===== config.mk =====
export PLATFORM = sky130hd
export DESIGN_NAME = channel_id_allocator_demux
export DESIGN_NICKNAME = d
export VERILOG_FILES = /design/src/sv/cida_pkg.sv /design/src/sv/cida_front.sv /design/src/sv/cida_queue.sv /design/src/sv/cida_back.sv /design/src/sv/channel_id_allocator_demux.sv
export SDC_FILE = /design/constraint.sdc
export NUM_CORES = 1
export LEC_CHECK = 0
export ABC_AREA = 1
export ABC_CLOCK_PERIOD_IN_PS = 3200
export BUFFER_PORTS_ARGS = -buffer_cell sky130_fd_sc_hd__buf_4
export CORE_MARGIN = 2
export CORE_UTILIZATION = 40
export CTS_CLUSTER_DIAMETER = 120
export DETAILED_ROUTE_END_ITERATION = 12
export REMOVE_ABC_BUFFERS = 1
export SLEW_MARGIN = 20
export SYNTH_ARGS = -nofsm -noshare
export SYNTH_HDL_FRONTEND = slang
export SYNTH_HIERARCHICAL = 1
export SYNTH_SLANG_ARGS = --single-unit
export TNS_END_PERCENT = 50

===== constraint.sdc =====
create_clock -name i_clk -period 3.2 [get_ports i_clk]
set_input_delay 0.16 -clock i_clk [delete_from_list [all_inputs] [get_ports i_clk]]
set_output_delay 0.16 -clock i_clk [all_outputs]
set_load 0.02 [all_outputs]

===== src/sv/cida_pkg.sv =====
// Types and codes shared by the channel id allocator and demultiplexer.
// Depends on nothing; imported by every module of the block.
package cida_pkg;

    localparam int CIDA_MAX_IDS = 16;
    localparam int CIDA_QDEPTH  = 2;
    localparam int CIDA_QPW     = 1;

    localparam logic [2:0] CMD_TRUNK_UP   = 3'd0;
    localparam logic [2:0] CMD_TRUNK_DOWN = 3'd1;
    localparam logic [2:0] CMD_OPEN       = 3'd2;
    localparam logic [2:0] CMD_CLOSE      = 3'd3;
    localparam logic [2:0] CMD_BYTE       = 3'd4;

    typedef enum logic [2:0] {
        EV_GRANT   = 3'd0,
        EV_REFUSE  = 3'd1,
        EV_PAYLOAD = 3'd2,
        EV_CONTROL = 3'd3,
        EV_SHUT    = 3'd4
    } t_event;

    typedef enum logic [2:0] {
        OP_UP    = 3'd0,
        OP_DOWN  = 3'd1,
        OP_OPEN  = 3'd2,
        OP_CLOSE = 3'd3,
        OP_BYTE  = 3'd4
    } t_op_kind;

    typedef struct packed {
        logic [2:0] cmd;
        logic [7:0] data_byte;
        logic [4:0] close_id;
    } t_in_item;

    typedef struct packed {
        t_event     event_res;
        logic [4:0] chan_id;
        logic [7:0] payload;
        logic       frame_last;
    } t_out_item;

    typedef struct packed {
        t_op_kind   kind;
        logic [7:0] data_byte;
        logic [4:0] close_id;
    } t_op;

endpackage


===== src/sv/cida_front.sv =====
// Front end: accepts input words, drops those that can have no effect and
// classifies the rest into operations. Depends on cida_pkg.
module cida_front #(
    parameter int MAX_IDS = cida_pkg::CIDA_MAX_IDS
) (
    input  logic               i_clk,
    input  logic               i_rst_n,
    input  logic               i_in_valid,
    output logic               o_in_ready,
    input  cida_pkg::t_in_item i_in_data,
    output logic               o_op_valid,
    input  logic               i_op_ready,
    output cida_pkg::t_op      o_op
);
    import cida_pkg::*;

    logic r_valid;
    t_op  r_op;
    t_op  n_op;
    logic n_keep;

    always_comb begin
        n_op.data_byte = i_in_data.data_byte;
        n_op.close_id  = i_in_data.close_id;
        n_op.kind      = OP_UP;
        n_keep         = 1'b1;
        case (i_in_data.cmd)
            CMD_TRUNK_UP:   n_op.kind = OP_UP;
            CMD_TRUNK_DOWN: n_op.kind = OP_DOWN;
            CMD_OPEN:       n_op.kind = OP_OPEN;
            CMD_CLOSE: begin
                // A close of an id outside the pool can never match an open id.
                n_op.kind = OP_CLOSE;
                n_keep    = (i_in_data.close_id != 5'd0) &&
                            (32'(i_in_data.close_id) <= MAX_IDS);
            end
            CMD_BYTE:       n_op.kind = OP_BYTE;
            default:        n_keep = 1'b0;
        endcase
    end

    assign o_in_ready = !r_valid || i_op_ready;
    assign o_op_valid = r_valid;
    assign o_op       = r_op;

    always_ff @(posedge i_clk) begin
        if (!i_rst_n) begin
            r_valid <= 1'b0;
        end else if (o_in_ready) begin
            r_valid <= i_in_valid && n_keep;
        end
    end

    always_ff @(posedge i_clk) begin
        if (o_in_ready) begin
            r_op <= n_op;
        end
    end

endmodule


===== src/sv/cida_queue.sv =====
// Short operation queue between the front end and the back end.
// Depends on cida_pkg.
module cida_queue (
    input  logic          i_clk,
    input  logic          i_rst_n,
    input  logic          i_push_valid,
    output logic          o_push_ready,
    input  cida_pkg::t_op i_push_op,
    output logic          o_pop_valid,
    input  logic          i_pop_ready,
    output cida_pkg::t_op o_pop_op
);
    import cida_pkg::*;

    localparam int CW = $clog2(CIDA_QDEPTH + 1);

    t_op                 r_mem [CIDA_QDEPTH];
    logic [CIDA_QPW-1:0] r_wr;
    logic [CIDA_QPW-1:0] r_rd;
    logic [CW-1:0]       r_count;
    logic                push;
    logic                pop;

    assign o_push_ready = r_count != CW'(CIDA_QDEPTH);
    assign o_pop_valid  = r_count != '0;
    assign o_pop_op     = r_mem[r_rd];
    assign push         = i_push_valid && o_push_ready;
    assign pop          = o_pop_valid && i_pop_ready;

    function automatic logic [CIDA_QPW-1:0] step(input logic [CIDA_QPW-1:0] p);
        return (p == CIDA_QPW'(CIDA_QDEPTH - 1)) ? '0 : p + 1'b1;
    endfunction

    always_ff @(posedge i_clk) begin
        if (!i_rst_n) begin
            r_wr    <= '0;
            r_rd    <= '0;
            r_count <= '0;
        end else begin
            if (push) begin
                r_wr <= step(r_wr);
            end
            if (pop) begin
                r_rd <= step(r_rd);
            end
            if (push && !pop) begin
                r_count <= r_count + 1'b1;
            end else if (pop && !push) begin
                r_count <= r_count - 1'b1;
            end
        end
    end

    always_ff @(posedge i_clk) begin
        if (push) begin
            r_mem[r_wr] <= i_push_op;
        end
    end

endmodule


===== src/sv/cida_back.sv =====
// Back end: id pool, returned-id queue, open table, frame parser and the
// output register. Depends on cida_pkg.
module cida_back #(
    parameter int MAX_IDS = cida_pkg::CIDA_MAX_IDS
) (
    input  logic                i_clk,
    input  logic                i_rst_n,
    input  logic                i_op_valid,
    output logic                o_op_ready,
    input  cida_pkg::t_op       i_op,
    output logic                o_out_valid,
    input  logic                i_out_ready,
    output cida_pkg::t_out_item o_out_data
);
    import cida_pkg::*;

    localparam int IW = $clog2(MAX_IDS + 1);
    localparam int FW = $clog2(MAX_IDS + 2);
    localparam int PW = (MAX_IDS > 1) ? $clog2(MAX_IDS) : 1;

    typedef enum logic [3:0] {
        PH_LEN   = 4'b0001,
        PH_ID_LO = 4'b0010,
        PH_ID_HI = 4'b0100,
        PH_BODY  = 4'b1000
    } t_phase;

    logic              r_trunk_up,   n_trunk_up;
    logic [FW-1:0]     r_fresh_next, n_fresh_next;
    logic [PW-1:0]     r_head,       n_head;
    logic [PW-1:0]     r_tail,       n_tail;
    logic [IW-1:0]     r_count,      n_count;
    logic [MAX_IDS:1]  r_open_map,   n_open_map;
    t_phase            r_phase,      n_phase;
    logic [7:0]        r_bytes_left, n_bytes_left;
    logic [15:0]       r_frame_chan, n_frame_chan;
    logic              r_route_ok,   n_route_ok;
    logic              r_out_valid;
    t_out_item         r_out,        n_out;
    logic              n_emit;

    logic [IW-1:0]     r_fifo [MAX_IDS];
    logic [IW-1:0]     r_head_q;
    logic              wr_en;
    logic [IW-1:0]     wr_data;

    logic              fire;
    logic [IW-1:0]     cl_id;
    logic [IW-1:0]     grant_id;
    logic [15:0]       fc;
    logic [7:0]        left_dec;

    function automatic logic [PW-1:0] wrap(input logic [PW-1:0] p);
        return (p == PW'(MAX_IDS - 1)) ? '0 : p + 1'b1;
    endfunction

    assign fire       = i_op_valid && (!r_out_valid || i_out_ready);
    assign o_op_ready = fire;
    assign cl_id      = IW'(i_op.close_id);
    assign fc         = {i_op.data_byte, r_frame_chan[7:0]};
    assign left_dec   = (r_bytes_left != 8'd0) ? r_bytes_left - 8'd1 : 8'd0;

    always_comb begin
        n_trunk_up   = r_trunk_up;
        n_fresh_next = r_fresh_next;
        n_head       = r_head;
        n_tail       = r_tail;
        n_count      = r_count;
        n_open_map   = r_open_map;
        n_phase      = r_phase;
        n_bytes_left = r_bytes_left;
        n_frame_chan = r_frame_chan;
        n_route_ok   = r_route_ok;
        n_emit       = 1'b0;
        n_out        = '{event_res: EV_REFUSE, chan_id: 5'd0, payload: 8'd0,
                         frame_last: 1'b0};
        wr_en        = 1'b0;
        wr_data      = cl_id;
        grant_id     = '0;
        if (fire) begin
            case (i_op.kind)
                OP_UP: begin
                    if (!r_trunk_up) begin
                        n_trunk_up   = 1'b1;
                        n_fresh_next = FW'(1);
                        n_head       = '0;
                        n_tail       = '0;
                        n_count      = '0;
                        n_open_map   = '0;
                        n_phase      = PH_LEN;
                        n_bytes_left = 8'd0;
                        n_frame_chan = 16'd0;
                        n_route_ok   = 1'b0;
                    end
                end
                OP_DOWN: begin
                    n_trunk_up      = 1'b0;
                    n_fresh_next    = FW'(MAX_IDS + 1);
                    n_head          = '0;
                    n_tail          = '0;
                    n_count         = '0;
                    n_open_map      = '0;
                    n_phase         = PH_LEN;
                    n_bytes_left    = 8'd0;
                    n_frame_chan    = 16'd0;
                    n_route_ok      = 1'b0;
                    n_emit          = 1'b1;
                    n_out.event_res = EV_SHUT;
                end
                OP_OPEN: begin
                    n_emit = 1'b1;
                    // Fresh ids are all granted before any returned id.
                    if (r_trunk_up && r_fresh_next <= FW'(MAX_IDS)) begin
                        grant_id     = IW'(r_fresh_next);
                        n_fresh_next = r_fresh_next + 1'b1;
                    end else if (r_trunk_up && r_count != '0) begin
                        grant_id = r_head_q;
                        n_head   = wrap(r_head);
                        n_count  = r_count - 1'b1;
                    end
                    if (grant_id != '0) begin
                        n_open_map[grant_id] = 1'b1;
                        n_out.event_res      = EV_GRANT;
                        n_out.chan_id        = 5'(grant_id);
                    end
                end
                OP_CLOSE: begin
                    if (r_trunk_up && r_open_map[cl_id]) begin
                        n_open_map[cl_id] = 1'b0;
                        if (r_count < IW'(MAX_IDS)) begin
                            wr_en   = 1'b1;
                            n_tail  = wrap(r_tail);
                            n_count = r_count + 1'b1;
                        end
                        if (r_phase == PH_BODY && r_frame_chan == 16'(cl_id)) begin
                            n_route_ok = 1'b0;
                        end
                    end
                end
                OP_BYTE: begin
                    if (r_trunk_up) begin
                        case (r_phase)
                            PH_LEN: begin
                                n_bytes_left = i_op.data_byte;
                                n_phase      = PH_ID_LO;
                            end
                            PH_ID_LO: begin
                                n_frame_chan = {8'd0, i_op.data_byte};
                                n_phase      = PH_ID_HI;
                            end
                            PH_ID_HI: begin
                                n_frame_chan = fc;
                                n_route_ok   = (fc != 16'd0) && (32'(fc) <= MAX_IDS) &&
                                               r_open_map[IW'(fc)];
                                n_phase      = (r_bytes_left == 8'd0) ? PH_LEN : PH_BODY;
                            end
                            PH_BODY: begin
                                n_bytes_left = left_dec;
                                if (left_dec == 8'd0) begin
                                    n_phase = PH_LEN;
                                end
                                n_out.payload    = i_op.data_byte;
                                n_out.frame_last = left_dec == 8'd0;
                                if (r_frame_chan == 16'd0) begin
                                    n_emit          = 1'b1;
                                    n_out.event_res = EV_CONTROL;
                                end else if (r_route_ok) begin
                                    n_emit          = 1'b1;
                                    n_out.event_res = EV_PAYLOAD;
                                    n_out.chan_id   = 5'(r_frame_chan);
                                end
                            end
                            default: n_phase = PH_LEN;
                        endcase
                    end
                end
                default: n_emit = 1'b0;
            endcase
        end
    end

    always_ff @(posedge i_clk) begin
        if (!i_rst_n) begin
            r_trunk_up   <= 1'b0;
            r_fresh_next <= FW'(1);
            r_head       <= '0;
            r_tail       <= '0;
            r_count      <= '0;
            r_open_map   <= '0;
            r_phase      <= PH_LEN;
            r_bytes_left <= 8'd0;
            r_frame_chan <= 16'd0;
            r_route_ok   <= 1'b0;
            r_out_valid  <= 1'b0;
        end else begin
            r_trunk_up   <= n_trunk_up;
            r_fresh_next <= n_fresh_next;
            r_head       <= n_head;
            r_tail       <= n_tail;
            r_count      <= n_count;
            r_open_map   <= n_open_map;
            r_phase      <= n_phase;
            r_bytes_left <= n_bytes_left;
            r_frame_chan <= n_frame_chan;
            r_route_ok   <= n_route_ok;
            if (fire) begin
                r_out_valid <= n_emit;
            end else if (i_out_ready) begin
                r_out_valid <= 1'b0;
            end
        end
    end

    always_ff @(posedge i_clk) begin
        if (fire) begin
            r_out <= n_out;
        end
    end

    // The queue head is read ahead into a register, with a bypass for a word written
    // to the very entry that becomes the head.
    always_ff @(posedge i_clk) begin
        if (wr_en) begin
            r_fifo[r_tail] <= wr_data;
        end
        if (wr_en && r_tail == n_head) begin
            r_head_q <= wr_data;
        end else begin
            r_head_q <= r_fifo[n_head];
        end
    end

    assign o_out_valid = r_out_valid;
    assign o_out_data  = r_out;

endmodule


===== src/sv/channel_id_allocator_demux.sv =====
// Channel id allocator and trunk demultiplexer, top level.
// Throughput: one word per cycle while the output is not stalled, set by the back end
// updating the pool, open table and frame parser once per cycle; a two-entry queue
// absorbs stalls.
// Reset is synchronous and active low; the returned-id store is not cleared.
module channel_id_allocator_demux #(
    parameter int MAX_IDS = cida_pkg::CIDA_MAX_IDS
) (
    input  logic                i_clk,
    input  logic                i_rst_n,
    input  logic                i_in_valid,
    output logic                o_in_ready,
    input  cida_pkg::t_in_item  i_in_data,
    output logic                o_out_valid,
    input  logic                i_out_ready,
    output cida_pkg::t_out_item o_out_data
);
    import cida_pkg::*;

    logic f_valid, f_ready;
    t_op  f_op;
    logic q_valid, q_ready;
    t_op  q_op;

    cida_front #(.MAX_IDS(MAX_IDS)) u_front (
        .i_clk      (i_clk),
        .i_rst_n    (i_rst_n),
        .i_in_valid (i_in_valid),
        .o_in_ready (o_in_ready),
        .i_in_data  (i_in_data),
        .o_op_valid (f_valid),
        .i_op_ready (f_ready),
        .o_op       (f_op)
    );

    cida_queue u_queue (
        .i_clk        (i_clk),
        .i_rst_n      (i_rst_n),
        .i_push_valid (f_valid),
        .o_push_ready (f_ready),
        .i_push_op    (f_op),
        .o_pop_valid  (q_valid),
        .i_pop_ready  (q_ready),
        .o_pop_op     (q_op)
    );

    cida_back #(.MAX_IDS(MAX_IDS)) u_back (
        .i_clk       (i_clk),
        .i_rst_n     (i_rst_n),
        .i_op_valid  (q_valid),
        .o_op_ready  (q_ready),
        .i_op        (q_op),
        .o_out_valid (o_out_valid),
        .i_out_ready (i_out_ready),
        .o_out_data  (o_out_data)
    );

endmodule


==> results_dict.tcl <==
set metrics [dict create \
    p_int_mw 5.75 \
    stdcell_count 1663 \
    finalWorstSetupSlack_ps 294 \
    synth-edff-count 145 \
    globalplace.congestion 0.948 \
    synth_top_cell_area_share 0.406 \
    grt.met1_usage 0.256 \
    coreArea_sq_um 26200 \
    min_path_type "in -> reg" \
    diodes 0 \
    h-tree-depth 1 \
    cts_tree "built" \
    use_met2 0.308 \
    grt_pass1_wl_microns 42200 \
    combPwrFrac 0.171 \
    grt.busiest_layer "met2" \
    syn_area_per_cell_sq_um 8.70 \
    cpPeakStageDelay_ps 440 \
    pre_cts_ws_ps 313 \
    routed_wl_microns 26200 \
    finalHoldViolCount 0 \
    avgRoutedWirePerCell_microns 15.8 \
    hold_depth 2 \
    final_antenna_net_count 0 \
    clockRootBuffer "clkbuf_16" \
    power_switching_mw 2.19 \
    crit_path_end_kind "flip-flop" \
    critPathKind "reg -> reg" \
    synthDistinctLibCells 48 \
    ys_warn_count 6 \
    setup_tns_ps 0 \
    drc_errors 0 \
    num_vias 8514 \
    avgViaCountPerCell 5.12 \
    clock-sinks 220 \
    first_global_vias 8183 \
    max_freq_ghz 0.344 \
    grtUsageTotal 0.186 \
    cts_hold_buffers 17 \
    gr-usage-met3 0.0277 \
    ys_ff_latch 220 \
    synth_area_leaders "edfxtp_1, dfxtp_1, nand2_1" \
    status "finished, final reports clean" \
    port_buffers 38 \
    fin_crit_ps 2910 \
    path_max_fanout 6 \
    final_nets 1343 \
    hold_end "u_back/r_fresh_next[0]" \
    cts_made_buffers 25 \
    whs_ps 33.0 \
    pwr-share-seq 0.426 \
    fp.dieW_microns 168 \
    drt_iter0_drc 631 \
    num_rows 59 \
    clk_path_buf_depth 3 \
    yosys_most_used_dff "edfxtp_1" \
    reg2regPathDepth 15 \
    dieArea_sq_um 28200 \
    grt_overflow 0 \
    synthArstFlopShare 0 \
    clk_latency_ps 530 \
    crit_buf_inv 3 \
    hpwl_microns 18400 \
    powerDensity_nw_per_um2 632 \
    ios 39 \
    synth_top_area_cell "edfxtp_1" \
    path_common_cell "nand2_1" \
    r2r-end "u_back/r_fifo[6][0]" \
    dp_cells 1600 \
    worst_pin_slew_ps 931 \
    antenna_found_initial 0 \
    postCtsSetupBuffers 0 \
    finalCritPeriodShare 0.908 \
    die_y_microns 168 \
    cp_data_arrival_time_ps 3090 \
    ctsResizeCount 0 \
    syn_to_final_growth_pct 17.0 \
    worst_setup_path_start_kind "flip-flop" \
    cp.required_ps 3380 \
    slowest_stage "mux2_2" \
    nFillCells 2447 \
    p_sw_frac 0.276 \
    clkSlewWorstSetupHoldPaths_ps 60 \
    drive_above_1_share 0.123 \
    slew_viol_final 0 \
    crit_family "simple AND/OR/NAND/NOR gates" \
    fin_util 0.479 \
    cap_violations 0 \
    slew_headroom 0.379 \
    grt_setup_unrepaired "no" \
    cp_cell_sequence "mux2_2, inv_2, nand2_1, inv_1, nand2_1, nand3_1, nand2_1, nand2_1, nor2_1, nand2_1, nand2_1, nor4_2, buf_4, nand2_1, nor2_1" \
    start_util 0.409 \
    syn_inst 1234 \
    finalClockSkew_ps 13.3 \
    peakVddDrop_v 0.000406 \
    grt_start_max_net_pins 37 \
    r2r_slack_ps 290 \
    setup_violations 0 \
    drt_first_pass_iters 5 \
    power_frac_clock 0.403 \
    syn_area_sq_um 10700 \
    ys_seq_area_frac 0.546 \
    hp-start "i_rst_n" \
    leakagePower_nw 5.15 \
]
## power by group through the flow
stage          sequential, mW  clock [mW]  combinational, mW
2_1_floorplan            3.49           0              0.799
3_3_place_gp             3.44           0               1.32
3_5_place_dp             3.44           0               1.33
4_1_cts                  3.38        3.27               1.36
5_1_grt                  3.41        3.39               1.51
6_report                 3.38        3.20               1.36
## layout make-up
class                   instances  area [sq um]  area share
flip-flops and latches        220          5860       0.466
clock inverters                17           268      0.0213
well taps                     335           419      0.0334
repair buffers                 84           673      0.0536
multi-input cells             801          4000       0.318
clock buffers                  29           681      0.0542
inverters                     177           666      0.0530
## layer usage
layer  vias up  part of all wire
li1       4265                 -
met1      3952              0.46
met2       263              0.46
met3        34             0.061
met4         0             0.020
met5         -                 0
## synthesized netlist by cell type (13+ instances only)
cell and instances:
a21oi_1 80, o21ai_0 35, buf_2 13, nor3_1 22, dfxtp_1 75, nand4_1 16
nand3_1 127, nand2_1 300, edfxtp_1 145, nor2_1 115, inv_1 166, ha_1 13
## worst max-delay path by stage
stage,slack (ps),to,cells past startpoint
detailed placement,310,u_back/r_fifo[14][0],15
finish,290,u_back/r_fifo[6][0],15
global route,70,u_back/r_fifo[14][0],15
CTS,290,u_back/r_fifo[14][0],15
floorplan,-110,u_back/r_fifo[0][0],6
global placement,340,u_back/r_fifo[14][2],15
## placed cells by master (no fill, tap or decap), drive strengths merged, types with 2 or more instances in the layout
cell type,Yosys,final
clkinv,3,10
bufinv,0,6
o211ai,7,7
o311ai,5,5
o22ai,6,6
o2111ai,2,2
edfxtp,145,145
nor2,129,129
nor4,4,4
clkinvlp,1,2
nor3,25,25
clkbuf,12,29
nand4,16,16
mux2,16,16
nand3,128,128
o21ai,38,38
inv,173,176
buf,24,67
ha,13,13
dlygate4sd3,0,17
xnor2,2,2
o21a,2,2
a21oi,82,82
dfxtp,75,75
nand2,303,303
a211oi,5,5
and2,2,2
xor2,8,8
## worst reg2reg max path, delay by kind of cell, from the launching register on
family / cells / cell delay [ps]
buffers and inverters: 3 / 440
DFF: 1 / 380
muxes: 1 / 440
and+or+nand+nor: 11 / 1310
## state kept, by name, summed over array words and instances (netlist names), 5 cells and up, named ones only
signal	flops
u_queue/r_mem	32
u_back/o_out_data	17
u_back/r_fresh_next	5
u_front/o_op	16
u_back/r_count	5
u_back/r_bytes_left	8
u_back/r_frame_chan	16
u_back/r_fifo	80
u_back/r_open_map	16
## metrics by stage
step                      total power, mW  area, sq um
after floorplan                      4.29        10500
after global placement               4.76        11400
after detailed placement             4.77        11400
after CTS                            8.01        12600
after global routing                 8.30        12600
final                                7.94        12600
## kinds of logic after synthesis
logic type               Yosys count  share of synthesized area
flip-flops                       220                      0.546
XOR/XNOR                          10                    0.00816
buffers and inverters            213                     0.0819
AND/OR/NAND/NOR                  607                      0.245
adder cells (fa/ha/maj)           14                     0.0170
AO/OA/AOI/OAI                    154                     0.0817
multiplexers                      16                     0.0203
Power figures use the tool's default switching activity.
